===== config.mk =====
export PLATFORM = sky130hd
export DESIGN_NAME = ascii_can_frame_filter_top
export DESIGN_NICKNAME = d
export VERILOG_FILES = /design/src/rtl/acfilt_pkg.sv /design/src/rtl/ascii_can_frame_filter_top.sv /design/src/rtl/acfilt_parser.sv /design/src/rtl/acfilt_out_buf.sv
export SDC_FILE = /design/constraint.sdc
export NUM_CORES = 1
export LEC_CHECK = 0
export BUFFER_PORTS_ARGS = -buffer_cell sky130_fd_sc_hd__clkbuf_2
export CORE_MARGIN = 5
export CORE_UTILIZATION = 59
export DETAILED_ROUTE_END_ITERATION = 16
export GPL_ROUTABILITY_DRIVEN = 0
export PLACE_DENSITY = 0.91
export RECOVER_POWER = 50
export SETUP_SLACK_MARGIN = 0.05
export SLEW_MARGIN = 20
export SYNTH_ARGS = -nofsm -noshare
export SYNTH_HDL_FRONTEND = slang
export SYNTH_SLANG_ARGS = --single-unit
export TNS_END_PERCENT = 5

===== constraint.sdc =====
create_clock -name clk_i -period 3.4 [get_ports clk_i]
set_input_delay 0.51 -clock clk_i [delete_from_list [all_inputs] [get_ports clk_i]]
set_output_delay 0.51 -clock clk_i [all_outputs]
set_load 0.05 [all_outputs]

===== src/rtl/acfilt_pkg.sv =====
// Package: shared types, constants and hex decode for the ASCII CAN frame filter.
`timescale 1ns / 1ps

package acfilt_pkg;

  // Frame format constants
  localparam int unsigned MAX_DATA_BYTES = 8;
  localparam logic [7:0]  START_CHAR     = 8'h74;       // 't'
  localparam logic [23:0] ID_RESET       = 24'h304631;  // "0F1"
  localparam logic [3:0]  LEN_MASK       = 4'hF;

  // Parser phases
  typedef enum logic [2:0] {
    PH_IDLE,
    PH_ID1,
    PH_ID2,
    PH_ID3,
    PH_LEN,
    PH_DATA
  } phase_e;

  // One result item
  typedef struct packed {
    logic [7:0] first_data_byte;
    logic [3:0] data_byte_count;
  } result_t;

  // Hex digit decode: bit 4 set when the character is a valid digit
  typedef struct packed {
    logic       ok;
    logic [3:0] value;
  } nibble_t;

  function automatic nibble_t hex_nibble(input logic [7:0] c);
    nibble_t n;
    n.ok    = 1'b1;
    n.value = 4'd0;
    if (c >= 8'h30 && c <= 8'h39) begin
      n.value = 4'(c - 8'h30);
    end else if (c >= 8'h41 && c <= 8'h46) begin
      n.value = 4'(c - 8'h41 + 8'd10);
    end else if (c >= 8'h61 && c <= 8'h66) begin
      n.value = 4'(c - 8'h61 + 8'd10);
    end else begin
      n.ok = 1'b0;
    end
    return n;
  endfunction

  // Pair decode: bad high digit gives 0, bad low digit keeps the high digit alone
  function automatic logic [7:0] decode_pair(input logic [7:0] hi_c, input logic [7:0] lo_c);
    nibble_t    hi;
    nibble_t    lo;
    logic [7:0] v;
    hi = hex_nibble(hi_c);
    lo = hex_nibble(lo_c);
    if (!hi.ok) begin
      v = 8'd0;
    end else if (!lo.ok) begin
      v = {4'd0, hi.value};
    end else begin
      v = {hi.value, lo.value};
    end
    return v;
  endfunction

  // Length nibble clamped to 1..MAX_DATA_BYTES
  function automatic logic [3:0] clamp_len(input logic [7:0] c);
    logic [3:0] n;
    n = c[3:0] & LEN_MASK;
    if (n == 4'd0) begin
      n = 4'd1;
    end else if (n > 4'(MAX_DATA_BYTES)) begin
      n = 4'(MAX_DATA_BYTES);
    end
    return n;
  endfunction

endpackage


===== src/rtl/ascii_can_frame_filter_top.sv =====
// Top level of the ASCII CAN frame filter.
`timescale 1ns / 1ps

// Usage:
//   Input channel (in_valid_i / in_ready_o, received_char_i) carries one ASCII
//   character per transfer. Output channel (out_valid_o / out_ready_i) carries
//   one result per matching frame: first_data_byte_o and data_byte_count_o.
//   cfg_we_i writes cfg_wdata_i (three ID characters, first in the high byte)
//   into the match register; write it only while no frame is in progress.
// Timing:
//   A character is captured in an input register and parsed from there;
//   a result is written into the output buffer register before it is
//   presented on the output.
//   One character is taken every cycle while the result buffer is not full.
// Stall:
//   Results queue in a two-entry buffer. When it is full the parser holds its
//   input register and in_ready_o drops until the receiver takes a result.
// Reset:
//   rst_ni clears the parser to idle, empties the buffer and loads the match
//   register with "0F1".
module ascii_can_frame_filter_top (
  input  logic        clk_i,
  input  logic        rst_ni,
  input  logic        in_valid_i,
  output logic        in_ready_o,
  input  logic [7:0]  received_char_i,
  output logic        out_valid_o,
  input  logic        out_ready_i,
  output logic [7:0]  first_data_byte_o,
  output logic [3:0]  data_byte_count_o,
  input  logic        cfg_we_i,
  input  logic [23:0] cfg_wdata_i
);

  logic        in_vld_q;
  logic [7:0]  in_char_q;
  logic [23:0] match_id_q;
  logic        buf_full;
  logic        parse_go;
  logic        res_vld;
  acfilt_pkg::result_t res;
  acfilt_pkg::result_t out_data;

  // Parser consumes its input when the buffer has room
  assign parse_go   = in_vld_q && !buf_full;
  assign in_ready_o = !in_vld_q || !buf_full;

  // Input register
  always_ff @(posedge clk_i or negedge rst_ni) begin
    if (!rst_ni) begin
      in_vld_q <= 1'b0;
    end else if (in_ready_o) begin
      in_vld_q <= in_valid_i;
    end
  end

  always_ff @(posedge clk_i) begin
    if (in_valid_i && in_ready_o) begin
      in_char_q <= received_char_i;
    end
  end

  // Match register
  always_ff @(posedge clk_i or negedge rst_ni) begin
    if (!rst_ni) begin
      match_id_q <= acfilt_pkg::ID_RESET;
    end else if (cfg_we_i) begin
      match_id_q <= cfg_wdata_i;
    end
  end

  acfilt_parser u_parser (
    .clk_i      (clk_i),
    .rst_ni     (rst_ni),
    .char_vld_i (parse_go),
    .char_i     (in_char_q),
    .match_id_i (match_id_q),
    .res_vld_o  (res_vld),
    .res_o      (res)
  );

  acfilt_out_buf u_out_buf (
    .clk_i       (clk_i),
    .rst_ni      (rst_ni),
    .wr_en_i     (res_vld),
    .wr_data_i   (res),
    .full_o      (buf_full),
    .out_valid_o (out_valid_o),
    .out_ready_i (out_ready_i),
    .out_data_o  (out_data)
  );

  assign first_data_byte_o = out_data.first_data_byte;
  assign data_byte_count_o = out_data.data_byte_count;

endmodule


===== src/rtl/acfilt_parser.sv =====
// Frame parser: state machine that consumes one registered character per cycle while char_vld_i is high.
`timescale 1ns / 1ps

module acfilt_parser (
  input  logic                 clk_i,
  input  logic                 rst_ni,
  input  logic                 char_vld_i,
  input  logic [7:0]           char_i,
  input  logic [23:0]          match_id_i,
  output logic                 res_vld_o,
  output acfilt_pkg::result_t  res_o
);

  acfilt_pkg::phase_e phase_q, phase_d;
  logic [23:0] id_seen_q, id_seen_d;
  logic [3:0]  exp_bytes_q, exp_bytes_d;
  logic [2:0]  byte_pos_q, byte_pos_d;
  logic [7:0]  hi_char_q, hi_char_d;
  logic        second_due_q, second_due_d;
  logic [7:0]  first_q, first_d;

  logic [7:0]  pair_val;
  logic [7:0]  first_now;
  logic        last_pair;

  assign pair_val  = acfilt_pkg::decode_pair(hi_char_q, char_i);
  assign first_now = (byte_pos_q == 3'd0) ? pair_val : first_q;
  assign last_pair = ({1'b0, byte_pos_q} + 4'd1) >= exp_bytes_q;

  // State register
  always_ff @(posedge clk_i or negedge rst_ni) begin
    if (!rst_ni) begin
      phase_q      <= acfilt_pkg::PH_IDLE;
      id_seen_q    <= 24'd0;
      exp_bytes_q  <= 4'd0;
      byte_pos_q   <= 3'd0;
      hi_char_q    <= 8'd0;
      second_due_q <= 1'b0;
      first_q      <= 8'd0;
    end else begin
      phase_q      <= phase_d;
      id_seen_q    <= id_seen_d;
      exp_bytes_q  <= exp_bytes_d;
      byte_pos_q   <= byte_pos_d;
      hi_char_q    <= hi_char_d;
      second_due_q <= second_due_d;
      first_q      <= first_d;
    end
  end

  // Next state and result
  always_comb begin
    phase_d      = phase_q;
    id_seen_d    = id_seen_q;
    exp_bytes_d  = exp_bytes_q;
    byte_pos_d   = byte_pos_q;
    hi_char_d    = hi_char_q;
    second_due_d = second_due_q;
    first_d      = first_q;
    res_vld_o    = 1'b0;
    res_o.first_data_byte = first_now;
    res_o.data_byte_count = exp_bytes_q;
    if (char_vld_i) begin
      case (phase_q)
        acfilt_pkg::PH_ID1: begin
          id_seen_d = {id_seen_q[15:0], char_i};
          phase_d   = acfilt_pkg::PH_ID2;
        end
        acfilt_pkg::PH_ID2: begin
          id_seen_d = {id_seen_q[15:0], char_i};
          phase_d   = acfilt_pkg::PH_ID3;
        end
        acfilt_pkg::PH_ID3: begin
          id_seen_d = {id_seen_q[15:0], char_i};
          phase_d   = ({id_seen_q[15:0], char_i} == match_id_i) ?
                      acfilt_pkg::PH_LEN : acfilt_pkg::PH_IDLE;
        end
        acfilt_pkg::PH_LEN: begin
          exp_bytes_d  = acfilt_pkg::clamp_len(char_i);
          byte_pos_d   = 3'd0;
          second_due_d = 1'b0;
          first_d      = 8'd0;
          phase_d      = acfilt_pkg::PH_DATA;
        end
        acfilt_pkg::PH_DATA: begin
          if (!second_due_q) begin
            hi_char_d    = char_i;
            second_due_d = 1'b1;
          end else begin
            second_due_d = 1'b0;
            first_d      = first_now;
            if (last_pair) begin
              res_vld_o  = 1'b1;
              phase_d    = acfilt_pkg::PH_IDLE;
              byte_pos_d = 3'd0;
            end else begin
              byte_pos_d = byte_pos_q + 3'd1;
            end
          end
        end
        default: begin
          // Idle: look for frame start
          phase_d = acfilt_pkg::PH_IDLE;
          if (char_i == acfilt_pkg::START_CHAR) begin
            id_seen_d = 24'd0;
            phase_d   = acfilt_pkg::PH_ID1;
          end
        end
      endcase
    end
  end

endmodule


===== src/rtl/acfilt_out_buf.sv =====
// Two-entry result buffer that decouples the parser from the output receiver.
`timescale 1ns / 1ps

module acfilt_out_buf (
  input  logic                 clk_i,
  input  logic                 rst_ni,
  input  logic                 wr_en_i,
  input  acfilt_pkg::result_t  wr_data_i,
  output logic                 full_o,
  output logic                 out_valid_o,
  input  logic                 out_ready_i,
  output acfilt_pkg::result_t  out_data_o
);

  acfilt_pkg::result_t mem_q [2];
  logic       wr_ptr_q, rd_ptr_q;
  logic [1:0] count_q, count_d;
  logic       rd_en;

  assign full_o      = (count_q == 2'd2);
  assign out_valid_o = (count_q != 2'd0);
  assign out_data_o  = mem_q[rd_ptr_q];
  assign rd_en       = out_valid_o && out_ready_i;

  // Entry count
  always_comb begin
    count_d = count_q;
    if (wr_en_i && !rd_en) begin
      count_d = count_q + 2'd1;
    end else if (!wr_en_i && rd_en) begin
      count_d = count_q - 2'd1;
    end
  end

  // Pointers and count
  always_ff @(posedge clk_i or negedge rst_ni) begin
    if (!rst_ni) begin
      wr_ptr_q <= 1'b0;
      rd_ptr_q <= 1'b0;
      count_q  <= 2'd0;
    end else begin
      count_q <= count_d;
      if (wr_en_i) begin
        wr_ptr_q <= ~wr_ptr_q;
      end
      if (rd_en) begin
        rd_ptr_q <= ~rd_ptr_q;
      end
    end
  end

  // Storage
  always_ff @(posedge clk_i) begin
    if (wr_en_i) begin
      mem_q[wr_ptr_q] <= wr_data_i;
    end
  end

endmodule

Word-level counts from Yosys, hierarchy flattened --
Memories as Yosys holds them, arrays and structs flattened. Cells that the tools add are included.
Word-level totals: output and inout bits 14, memory bits (writable) 24, input port bits 37, memories kept 1, register bits after elaboration 80, word-level logic and storage cells 125
Operators by class: eq/ne operators 10, reductions and logical operators 30, add/sub/neg operators 14, muxes and demuxes 39, $lt $le $gt $ge 14, bitwise gates (word level) 4
Memories:
- u_out_buf.mem_q | depth 2, bits a word 12, read ports 1, clocked after Yosys merged registers in 0, write ports 1, line acfilt_out_buf.sv:15 | acfilt_pkg::result_t mem_q [2];
Operators by type and width (count):
- $ge A8 B7 Y1 const B | 4
- $le A8 B7 Y1 const B | 4
- $mux W4 | 8
- $mux W8 | 4
- $pmux W16 S2 | 1
- $eq A24 B24 Y1 | 1
- $sub A4 B1 Y4 const B | 6
- $add A4 B4 Y4 const B | 4
- $ge A8 B6 Y1 const B | 2
- $le A8 B6 Y1 const B | 2
- $mux W16 | 1
- $pmux W8 S2 | 1
- $mux W3 | 5
- $pmux W3 S5 | 1
- $mux W1 | 14
- $reduce_and A3 Y1 | 4
- $logic_and A1 B1 Y1 | 11
- $eq A8 B7 Y1 const B | 1
- $reduce_bool A2 Y1 | 4
- $eq A3 B2 Y1 const B | 2
- $eq A3 B3 Y1 const B | 2
- $pmux W3 S2 | 1
- $add A3 B1 Y4 const B | 1
- $ge A4 B4 Y1 | 1
- other kinds (17) | 26

Logic depth before layout (Yosys ltp) --
Gate-level depths: netlist of run 1.
depth in word-level cells 10, mapped depth 11, depth with buffers taken out 11

By module --
A second synthesis of run 1 with hierarchy kept.
Second synthesis, totals: cells, all modules 418, area, all modules 5099.9 sq um
Modules (own cells, without submodules):
- acfilt_parser | cells an instance 301, sequential area each 1076.0 sq um, instances 1, area an instance 2700.1 sq um
- ascii_can_frame_filter_top | cells an instance 64, sequential area each 875.8 sq um, instances 1, area an instance 1297.5 sq um
- acfilt_out_buf | cells an instance 53, sequential area each 820.8 sq um, instances 1, area an instance 1102.3 sq um

Worst setup path before layout of run 1 --
OpenSTA, ideal clock, no wires.
path kind reg-to-reg, start register u_parser.byte_pos_q[0], end memory u_out_buf.mem_q[0][0] (netlist bit) (enable), stages on the path, launching flop included 8, library setup time 0.396 ns, clock period less this slack 2.671 ns, arrival time 2.275 ns, path slack 0.729 ns, path buffers 0, required time 3.004 ns, path through dfrtp_1 -> inv_1 -> ha_1 -> ha_1 -> a21o_1 -> a21o_1 -> a21oi_1 -> nor3_1
Between the ends: longest elaborated chain between the ends 8
Ends and longest elaborated chain:
- start, declared | line acfilt_parser.sv:17 | logic [2:0] byte_pos_q, byte_pos_d;
- start signal, assigned | line acfilt_parser.sv:44 | byte_pos_q <= byte_pos_d;
- $add A3 B1 Y4 | line acfilt_parser.sv:28 | assign last_pair = ({1'b0, byte_pos_q} + 4'd1) >= exp_bytes_q;
- $ge A4 B4 Y1 | line acfilt_parser.sv:28
- $mux W1 | line acfilt_parser.sv:92 | if (last_pair) begin
- $mux W1 | line acfilt_parser.sv:86 | if (!second_due_q) begin
- $mux W1 | line acfilt_parser.sv:64 | case (phase_q)
- $mux W1 | line acfilt_parser.sv:63 | if (char_vld_i) begin
- $mux W1 | line acfilt_out_buf.sv:54 | if (wr_en_i) begin
- $mux W1 (implied by the code) | line acfilt_out_buf.sv:55 | mem_q[wr_ptr_q] <= wr_data_i;
- end, declared | line acfilt_out_buf.sv:15
No other way between the ends.

Worst setup path after layout of run 1 --
start register u_parser.byte_pos_q[0], end register u_out_buf.count_q[1]
Between the ends: longest elaborated chain between the ends 9, elaborated cells on any way between the ends 11, classes of those cells add/sub (1); order compare (1); mux (5); reduce/logical (4)
Ends and longest elaborated chain:
- $add A3 B1 Y4 (*) | line acfilt_parser.sv:28
- $ge A4 B4 Y1 (*) | line acfilt_parser.sv:28
- $mux W1 (*) | line acfilt_parser.sv:92
- $mux W1 (*) | line acfilt_parser.sv:86
- $mux W1 (*) | line acfilt_parser.sv:64
- $mux W1 (*) | line acfilt_parser.sv:63
- net res_vld | line ascii_can_frame_filter_top.sv:40 | logic res_vld;
- $logic_not A1 Y1 | line acfilt_out_buf.sv:30 | end else if (!wr_en_i && rd_en) begin
- $logic_and A1 B1 Y1 | line acfilt_out_buf.sv:30
- $reduce_bool A2 Y1 (no source line)
- end signal, assigned | line acfilt_out_buf.sv:42 | count_q <= count_d;
- end, declared | line acfilt_out_buf.sv:17 | logic [1:0] count_q, count_d;
The timed path passes the listed nets; every way through them passes the cells marked *. A chain may end at the register's enable or synchronous reset.

==> flow_summary.yaml, run 1 <==
cells_and_area:
  mostFrequentLayoutCells: "72 x nand2_1, 64 x dfrtp_1, 47 x clkbuf_2"
  multi_input_area_um2: 2071
  regArea_um2: 2773
  diodes: 0
  n_fill_cell: 603
  final_common_cell: "nand2_1"
  area_growth_syn_to_layout_pct: 10.51
  final_nets: 535
  fin_util_pct: 66.79
  drive_gt1_share_pct: 24.54
grt:
  grt_pass1_wl_um: 16150
  grt_max_degree: 41
  track_usage_pct: 19.89
  grt_pass1_vias: 3445
  antenna_found_initial: 0
  gr-total-overflow: 0
synth:
  syn-instance-count: 434
  ys_seq_area_share_pct: 56.12
  synth-seq-cells: 104
  synth_area_um2: 4941
  ys.flop_type: "dfrtp_1"
  yosys_warnings: 0
  synth-edff-count: 32
  synthArstFlopShare_pct: 69.23
  synth.avg_cell_area_um2: 11.38
  synth_nets: 485
  synth_cell_type_count: 51
power:
  p_leak_uw: 0.002307
  ir_drop_mv: 0.3060
  p_total_uw: 2681
  p_per_area_nw_per_um2: 491.1
detailed_routing:
  drtIter0Drc: 181
  drcViolationCount: 0
  vias_per_cell: 5.668
  first_pass_iters: 5
  ant_nets: 0
  vias: 3367
  routed_wirelength_um: 9510
  wire_per_inst_um: 16.01
setup_path:
  r2r-start: "u_parser.byte_pos_q[0]"
  worstSetupPathType: "register to register"
  critPathLaunch: "u_parser.byte_pos_q[0]"
  cp-start-kind: "register"
  worstReg2RegEnd: "u_out_buf.count_q[1]"
  worst_path_largest_cell_delay_ns: 0.46
  reg2regPathDepth: 11
  required_ns: 3.70
  rrSetupSlack_ns: 0.53
  crit_cells: 11
  crit_buf_inv: 1
  worstPathArrival_ns: 3.17
  critPathSlowestCell: "a21oi_1"
  crit_fanout: 7
  cp_cell_sequence: "inv_1, ha_1, ha_1, a21o_1, a21o_1, a21oi_1, nor2_1, ha_1, xor2_1, nor2_1, xor2_1"
  cpMostUsedCell: "ha_1"
  crit_family: "adder cells"
  crit_end: "u_out_buf.count_q[1]"
  crit_path_end_kind: "register"
clocking:
  hold_buffers: 0
  clockBufferDepth: 2
  post_cts_buffers: 0
  post_cts_resized: 0
  cts.clk_slew.worst_paths_ns: 0.11
  cts_num_sinks: 104
  tritoncts: "yes"
  cts_root_buffer: "clkbuf_8"
  cts_inserted_buffers: 9
  clk_latency_ns: 0.37
  htree_levels: 3
min_path:
  min-delay-start: "received_char_i[6]"
  hold_path_class: "input port to register"
sta:
  hold_violations: 0
  drv_slew: 41
  fin_tns_setup_ns: 0
  tightest_slew_ns: 2.021
  finalSetupViolations: 0
  relSlewSlack_pct: -34.72
  rsz0062_at_grt: "false"
  finalCritPeriodShare_pct: 84.32
  max_freq_mhz: 348.8
  fin_skew_ns: 0.01870
  holdWs_ns: 0.3108
  fin_crit_ns: 2.867
die:
  die_w_um: 101.5
  start_util_pct: 60.44
  coreArea_um2: 8175
  pin_count: 51
  dieArea_um2: 10300
  die_y_um: 101.5
  placementRows: 33
place:
  hpwl_um: 7149
  port_buffers: 50
run:
  cap_violations: 1
run_status:
  failed_checks: "capacitance limit, slew limit"
  status: "complete, but fails checks"
==> logic make-up after synthesis <==
kind of cell	Yosys count	share of synthesized area [%]
AO/OA/AOI/OAI	76	9.193
buffers and inverters	26	1.975
adder cells (fa/ha/maj)	15	3.748
flip-flops	104	56.12
XOR/XNOR	33	5.849
multiplexers	43	9.775
AND/OR/NAND/NOR	137	13.35
==> report_power, final <==
part           total, uW  switching (uW)  internal, uW
Combinational        415             230           185
Sequential          1550             131          1420
Clock                717             442           275
Total               2680             803          1880
==> routing by layer <==
layer / global-route usage [%] / wire (um)
met1: 25.24 / 4111
met2: 33.85 / 4774
met3: 4.821 / 465
met5: 0 / 0
met4: 6.135 / 159
==> layout make-up <==
class | count | area share [%]
clock buffers | 9 | 2.269
inverters | 11 | 0.7562
well taps | 105 | 2.406
flip-flops and latches | 104 | 50.78
clock inverters | 7 | 0.9395
multi-input cells | 304 | 37.92
repair buffers | 54 | 4.927
==> registers in the layout (all words and copies together) (netlist names), 4 cells and up <==
register	cells
match_id_q	24
u_out_buf.mem_q	24
u_parser.id_seen_q	16
in_char_q	8
u_parser.first_q	8
u_parser.hi_char_q	8
u_parser.exp_bytes_q	4
==> stage by stage <==
step | instances | setup slack, ns | instance area (um2)
2_1_floorplan | 434 | 0.7288 | 4941
3_3_place_gp | 578 | 0.7839 | 5296
3_5_place_dp | 578 | 0.5968 | 5296
4_1_cts | 594 | 0.5552 | 5472
5_1_grt | 594 | 0.3857 | 5460
6_report | 594 | 0.5332 | 5460
==> synth_stat cells (4+ instances only) <==
library cell,instances,area share [%]
dfrtp_1,64,32
nand3_1,9,0.91
inv_1,11,0.84
nand2_1,72,5.5
nand4_1,4,0.51
dfstp_2,8,4.3
nor2_1,13,0.99
a21o_1,4,0.61
nor3_1,5,0.51
a21oi_1,6,0.61
ha_1,14,3.5
o21bai_1,4,0.61
xor2_1,16,2.8
nand2b_1,8,1.0
mux2_2,42,9.6
clkbuf_1,13,0.99
xnor2_1,17,3.0
o21ai_0,45,4.6
edfxtp_1,32,19
==> worst min path at each step <==
stage | cells past startpoint | to
after floorplan | 0 | in_vld_q
after global routing | 1 | in_char_q[6]
final | 1 | in_char_q[6]
after CTS | 1 | match_id_q[7]
after global placement | 0 | u_out_buf.mem_q[1][2]
after detailed placement | 0 | u_out_buf.mem_q[0][3]
No activity file was read; power rests on OpenSTA's default activity.
==> inputs of run 2 (changes only) <==
--- a/config.mk
+++ b/config.mk
@@ -5,6 +5,7 @@
 export SDC_FILE = /design/constraint.sdc
 export NUM_CORES = 1
 export LEC_CHECK = 0
+export ABC_AREA = 1
 export BUFFER_PORTS_ARGS = -buffer_cell sky130_fd_sc_hd__clkbuf_2
 export CORE_MARGIN = 5
 export CORE_UTILIZATION = 59
==> constraint.sdc (replaced) <==
create_clock -name clk_i -period 2.7 [get_ports clk_i]
set_input_delay 0.405 -clock clk_i [delete_from_list [all_inputs] [get_ports clk_i]]
set_output_delay 0.405 -clock clk_i [all_outputs]
set_load 0.05 [all_outputs]
==> run 2 against run 1 <==
Effect of this change:
- the run still ends with capacitance limit, slew limit left
- critical endpoint unchanged
- register-to-register slack worse by 0.34 ns
- fmax increased by 14%
- sequential power rose by 32%
- non-clock buffer count did not move
- largest power group unchanged
- final area up 4.3%
- routed wire length is 11% higher
- worst setup slack got worse by 0.34 ns
- die area is 4.0% higher
- combinational power grew to 3.4 times the previous value
- sequential cell count is the same
==> flow_summary.yaml, run 2 <==
setup_path:
  crit_buf_inv: 3
  cp_cell_sequence: "inv_1, ha_1, ha_1, inv_1, o21bai_1, nand3_1, nand3_2, nand3_2, inv_1, ha_1, a21oi_1, o21ai_0, xor2_1"
  crit_path_end_kind: "register"
  worst_path_largest_cell_delay_ns: 0.40
  critPathSlowestCell: "dfrtp_1"
  required_ns: 2.95
  cp-start-kind: "register"
  worstPathArrival_ns: 2.75
  crit_family: "adder cells"
  worstSetupPathType: "register to register"
  crit_fanout: 4
power:
  p_leak_uw: 0.002680
  sequentialPowerShare_pct: 46.4
  combPwrFrac_pct: 32.5
  p_per_area_nw_per_um2: 772.0
  switchingPower_uw: 1768
  ir_drop_mv: 0.5299
  swShare_pct: 40.21
  p_int_uw: 2629
  power.share.clock_pct: 21.1
run:
  cap_violations: 1
grt:
  grt_pass1_vias: 3995
  antenna_found_initial: 0
  gr-total-overflow: 0
  grt_pass1_wl_um: 18070
  grt_max_degree: 73
  track_usage_pct: 20.05
place:
  hpwl_um: 7788
  place_inst: 713
  port_buffers: 50
cells_and_area:
  fin_cells: 729
  final_common_cell: "nand2_1"
  regArea_um2: 2773
  multi_input_area_um2: 2026
  reg.largest.list: "match_id_q x24, u_out_buf.mem_q x24, u_parser.id_seen_q x16"
  mostFrequentLayoutCells: "153 x nand2_1, 69 x inv_1, 64 x dfrtp_1"
  final_nets: 667
  n_fill_cell: 692
  drive_gt1_share_pct: 20.29
  area_growth_syn_to_layout_pct: 10.35
  diodes: 0
sta:
  hold_violations: 0
  fin_skew_ns: 0.01045
  drv_slew: 73
  finalSetupViolations: 0
  finalCritPeriodShare_pct: 92.75
  tightest_slew_ns: 1.767
  fin_crit_ns: 2.504
  relSlewSlack_pct: -17.77
  fin_tns_setup_ns: 0
  max_freq_mhz: 399.3
  rsz0062_at_grt: "false"
synth:
  synth.top_cells.by_count: "153 x nand2_1, 68 x inv_1, 64 x dfrtp_1"
  synth.avg_cell_area_um2: 9.153
  synth_top_cell_by_area: "dfrtp_1"
  syn-instance-count: 564
  synthTopCellsByArea: "dfrtp_1 31%, edfxtp_1 19%, nand2_1 11%"
  synth_nets: 615
  synthArstFlopShare_pct: 69.23
  synth_area_um2: 5162
  synth-seq-cells: 104
  ys_seq_area_share_pct: 53.71
  synth_top_area_share_pct: 31.02
  ys.flop_type: "dfrtp_1"
  yosys_warnings: 0
  synth-edff-count: 32
  synth_cell_type_count: 37
  yosysMostFrequentCell: "nand2_1"
die:
  die_y_um: 103.5
  die_w_um: 103.5
  coreArea_um2: 8636
  dieArea_um2: 10720
  start_util_pct: 59.78
  placementRows: 34
  pin_count: 51
clocking:
  cts_root_buffer: "clkbuf_8"
  clockBufferDepth: 2
  hold_buffers: 0
  post_cts_resized: 0
  cts_num_sinks: 104
  post_cts_buffers: 0
  cts_inserted_buffers: 9
  tritoncts: "yes"
  cts.clk_slew.worst_paths_ns: 0.10
  clk_latency_ns: 0.37
  htree_levels: 3
run_status:
  failed_checks: "capacitance limit, slew limit"
  status: "complete, but fails checks"
detailed_routing:
  routed_wirelength_um: 10590
  first_pass_iters: 7
  ant_nets: 0
  vias_per_cell: 5.457
  vias: 3978
  drcViolationCount: 0
  wire_per_inst_um: 14.53
  drtIter0Drc: 278
min_path:
  hold_path_class: "input port to register"
run 2: cell count changes in the layout (fill, tap and decap cells not counted), sizes merged, moves of 4 or more:
cell,delta
nand3,+41
nand2b,-8
nor2,+19
inv,+65
mux2,-31
a21o,-4
xnor2,-12
o21ai,+6
xor2,-6
nand2,+90
o22ai,+8
run 2: per-stage QoR:
stage                     total power [uW]  area (um2)  hold WS (ns)  utilization [%]  setup slack [ns]
final                                 4398        5697        0.2028            65.97            0.1957
after global routing                  4637        5697        0.1922            65.97           0.05357
after CTS                             4425        5708       0.05673            66.10            0.1609
after detailed placement              3505        5518        0.4633            63.89            0.1729
after global placement                3426        5518        0.4526            63.89            0.3623
after floorplan                       3157        5162        0.1094                -            0.2683
run 2: per-layer routing:
layer	vias up	track usage, %	routed length (um)
met4	0	7.216	252
met5	-	0	0
met1	1874	24.02	4320
li1	1936	-	-
met3	30	4.789	563
met2	138	35.02	5457
run 2: cells by family after synthesis:
| family | count (synthesis) | synth area share, % |
|---|---|---|
| AND/OR/NAND/NOR | 256 | 22.66 |
| flip-flops | 104 | 53.71 |
| buffers and inverters | 92 | 7.150 |
| AO/OA/AOI/OAI | 72 | 8.144 |
| XOR/XNOR | 15 | 2.545 |
| adder cells (fa/ha/maj) | 14 | 3.393 |
| multiplexers | 11 | 2.399 |
run 2: layout make-up:
class                           instances  area share, %
Sequential cell                       104          48.67
Multi-Input combinational cell        368          35.56
Inverter                               79          5.205
Timing Repair Buffer                   54          4.854
Clock buffer                           11          2.658
Tap cell                              108          2.372
Clock inverter                          5         0.6809
run 2: power groups by stage:
stage	logic, uW	registers (uW)	clock network, uW
6_report	1430	2040	927
5_1_grt	1570	2070	995
4_1_cts	1450	2040	938
2_1_floorplan	1170	1990	0
3_5_place_dp	1430	2070	0
3_3_place_gp	1370	2050	0
run 2: worst paths after layout:
check | startpoint | end | slack [ns] | depth (start not counted)
max | u_parser.byte_pos_q[0] | u_out_buf.count_q[1] | 0.20 | 13
min | received_char_i[7] | in_char_q[7] | 0.20 | 1
max reg2reg | u_parser.byte_pos_q[0] | u_out_buf.count_q[1] | 0.20 | 13
min reg2reg | u_out_buf.count_q[0] | u_out_buf.count_q[0] | 0.49 | 1
max in group asynchronous | rst_ni | u_parser.first_q[1] | 1.06 | 2
min in group asynchronous | rst_ni | u_parser.id_seen_q[13] | 0.58 | 2
==> inputs of run 3 (changes only) <==
--- a/config.mk
+++ b/config.mk
@@ -11,7 +11,7 @@
 export CORE_UTILIZATION = 59
 export DETAILED_ROUTE_END_ITERATION = 16
 export GPL_ROUTABILITY_DRIVEN = 0
-export PLACE_DENSITY = 0.91
+export PLACE_DENSITY = 0.9
 export RECOVER_POWER = 50
 export SETUP_SLACK_MARGIN = 0.05
 export SLEW_MARGIN = 20
==> run 3 against run 2 <==
Effect of this change:
- the run still ends with capacitance limit, slew limit left
- routed wire length decreased by 3.3%
- clock skew increased by 0.0015 ns
- die area unchanged
- clock power is 15% higher
- critical path depth fell by 1
- global-route usage down 0.18 points
- critical endpoint unchanged
==> flow_summary.yaml, run 3 (same netlist as run 2, synthesis figures left out) <==
run_status:
  status: "complete, but fails checks"
  failed_checks: "capacitance limit, slew limit"
grt:
  track_usage_pct: 19.87
  grt_pass1_vias: 3869
  gr-total-overflow: 0
  grt_pass1_wl_um: 17770
  antenna_found_initial: 0
  grt_max_degree: 40
detailed_routing:
  first_pass_iters: 4
  drtIter0Drc: 295
  vias_per_cell: 5.284
  wire_per_inst_um: 14.03
  ant_nets: 0
  vias: 3857
  routed_wirelength_um: 10250
  drcViolationCount: 0
sta:
  hold_violations: 0
  drv_slew: 39
  max_freq_mhz: 407.8
  fin_tns_setup_ns: 0
  fin_crit_ns: 2.452
  finalCritPeriodShare_pct: 90.82
  relSlewSlack_pct: -45.77
  finalSetupViolations: 0
  tightest_slew_ns: 2.187
  rsz0062_at_grt: "false"
  fin_skew_ns: 0.01190
die:
  pin_count: 51
  coreArea_um2: 8636
  die_y_um: 103.5
  die_w_um: 103.5
  placementRows: 34
  start_util_pct: 59.78
  dieArea_um2: 10720
setup_path:
  critPathSlowestCell: "dfrtp_1"
  crit_buf_inv: 2
  cpMostUsedCell: "ha_1"
  worst_path_largest_cell_delay_ns: 0.38
  cp_cell_sequence: "buf_4, ha_1, xor2_1, ha_1, a21oi_1, nand3_2, nand3_2, inv_1, ha_1, a21oi_1, o21ai_0, xor2_1"
  cp-start-kind: "register"
  r2r-start: "u_parser.byte_pos_q[0]"
  critPathLaunch: "u_parser.byte_pos_q[0]"
  crit_family: "adder cells"
  crit_fanout: 4
  worstSetupPathType: "register to register"
  crit_path_end_kind: "register"
  worstPathArrival_ns: 2.69
  required_ns: 2.94
cells_and_area:
  fin_cells: 730
  final_area_um2: 5748
  mostFrequentLayoutCells: "153 x nand2_1, 69 x inv_1, 64 x dfrtp_1"
  area_growth_syn_to_layout_pct: 11.34
  final_nets: 668
  fin_util_pct: 66.56
  final_common_cell: "nand2_1"
  drive_gt1_share_pct: 19.94
  reg.largest.list: "match_id_q x24, u_out_buf.mem_q x24, u_parser.id_seen_q x16"
  diodes: 0
run:
  cap_violations: 1
min_path:
  hold_path_class: "input port to register"
  min-delay-start: "received_char_i[3]"
place:
  port_buffers: 50
  place_inst: 713
  hpwl_um: 7617
  placed_area_um2: 5518
power:
  p_total_uw: 4526
  swShare_pct: 38.42
  p_int_uw: 2787
  combPwrFrac_pct: 31.4
  p_per_area_nw_per_um2: 787.4
  switchingPower_uw: 1739
  p_leak_uw: 0.002703
  power.share.clock_pct: 23.6
  sequentialPowerShare_pct: 45.0
  ir_drop_mv: 0.4940
clocking:
  cts_num_sinks: 104
  clockBufferDepth: 2
  cts_root_buffer: "clkbuf_8"
  hold_buffers: 0
  cts.clk_slew.worst_paths_ns: 0.10
  clk_latency_ns: 0.37
  cts_inserted_buffers: 9
  htree_levels: 3
  tritoncts: "yes"
run 3: area by class of cell:
| class | count | area (um2) |
|---|---|---|
| Clock buffer | 11 | 141.4 |
| Clock inverter | 5 | 80.08 |
| Fill cell | 654 | 2888 |
| Inverter | 79 | 296.5 |
| Multi-Input combinational cell | 368 | 2026 |
| Sequential cell | 104 | 2773 |
| Tap cell | 108 | 135.1 |
| Timing Repair Buffer | 55 | 296.5 |
run 3: final timing paths:
path,slack [ns],cells past startpoint,endpoint
max,0.25,12,u_out_buf.count_q[1]
min,0.21,1,in_char_q[3]
max reg2reg,0.25,12,u_out_buf.count_q[1]
min reg2reg,0.49,1,u_out_buf.count_q[0]
max in group asynchronous,0.79,1,u_parser.hi_char_q[1]
min in group asynchronous,0.66,1,u_parser.id_seen_q[13]
run 3: timing repair:
item / in CTS / in global routing
endpoints found under the setup margin: 0 / 1
gates resized for setup: 0 / 1
buffers inserted: 0 / 1
run 3: metal layers:
metal	share of wire, %	vias to the layer above	wire length (um)	global-route usage, %
li1	-	1932	-	-
met1	42	1798	4321	24.77
met2	51	111	5191	34.24
met3	5.4	16	556	4.104
met4	1.7	0	176	6.842
met5	0	-	0	0
run 3: power groups by stage:
stage | combinational (uW) | clock (uW) | sequential (uW)
6_report | 1420 | 1070 | 2040
2_1_floorplan | 1170 | 0 | 1990
5_1_grt | 1580 | 1140 | 2070
4_1_cts | 1430 | 1080 | 2040
3_5_place_dp | 1430 | 0 | 2070
3_3_place_gp | 1380 | 0 | 2050
run 3: metrics by stage:
step	hold slack (ns)	worst slack [ns]
2_1_floorplan	0.1094	0.2683
6_report	0.2052	0.2479
3_5_place_dp	0.4703	0.1890
4_1_cts	0.1771	0.1561
3_3_place_gp	0.4521	0.3620
5_1_grt	0.1901	0.06665
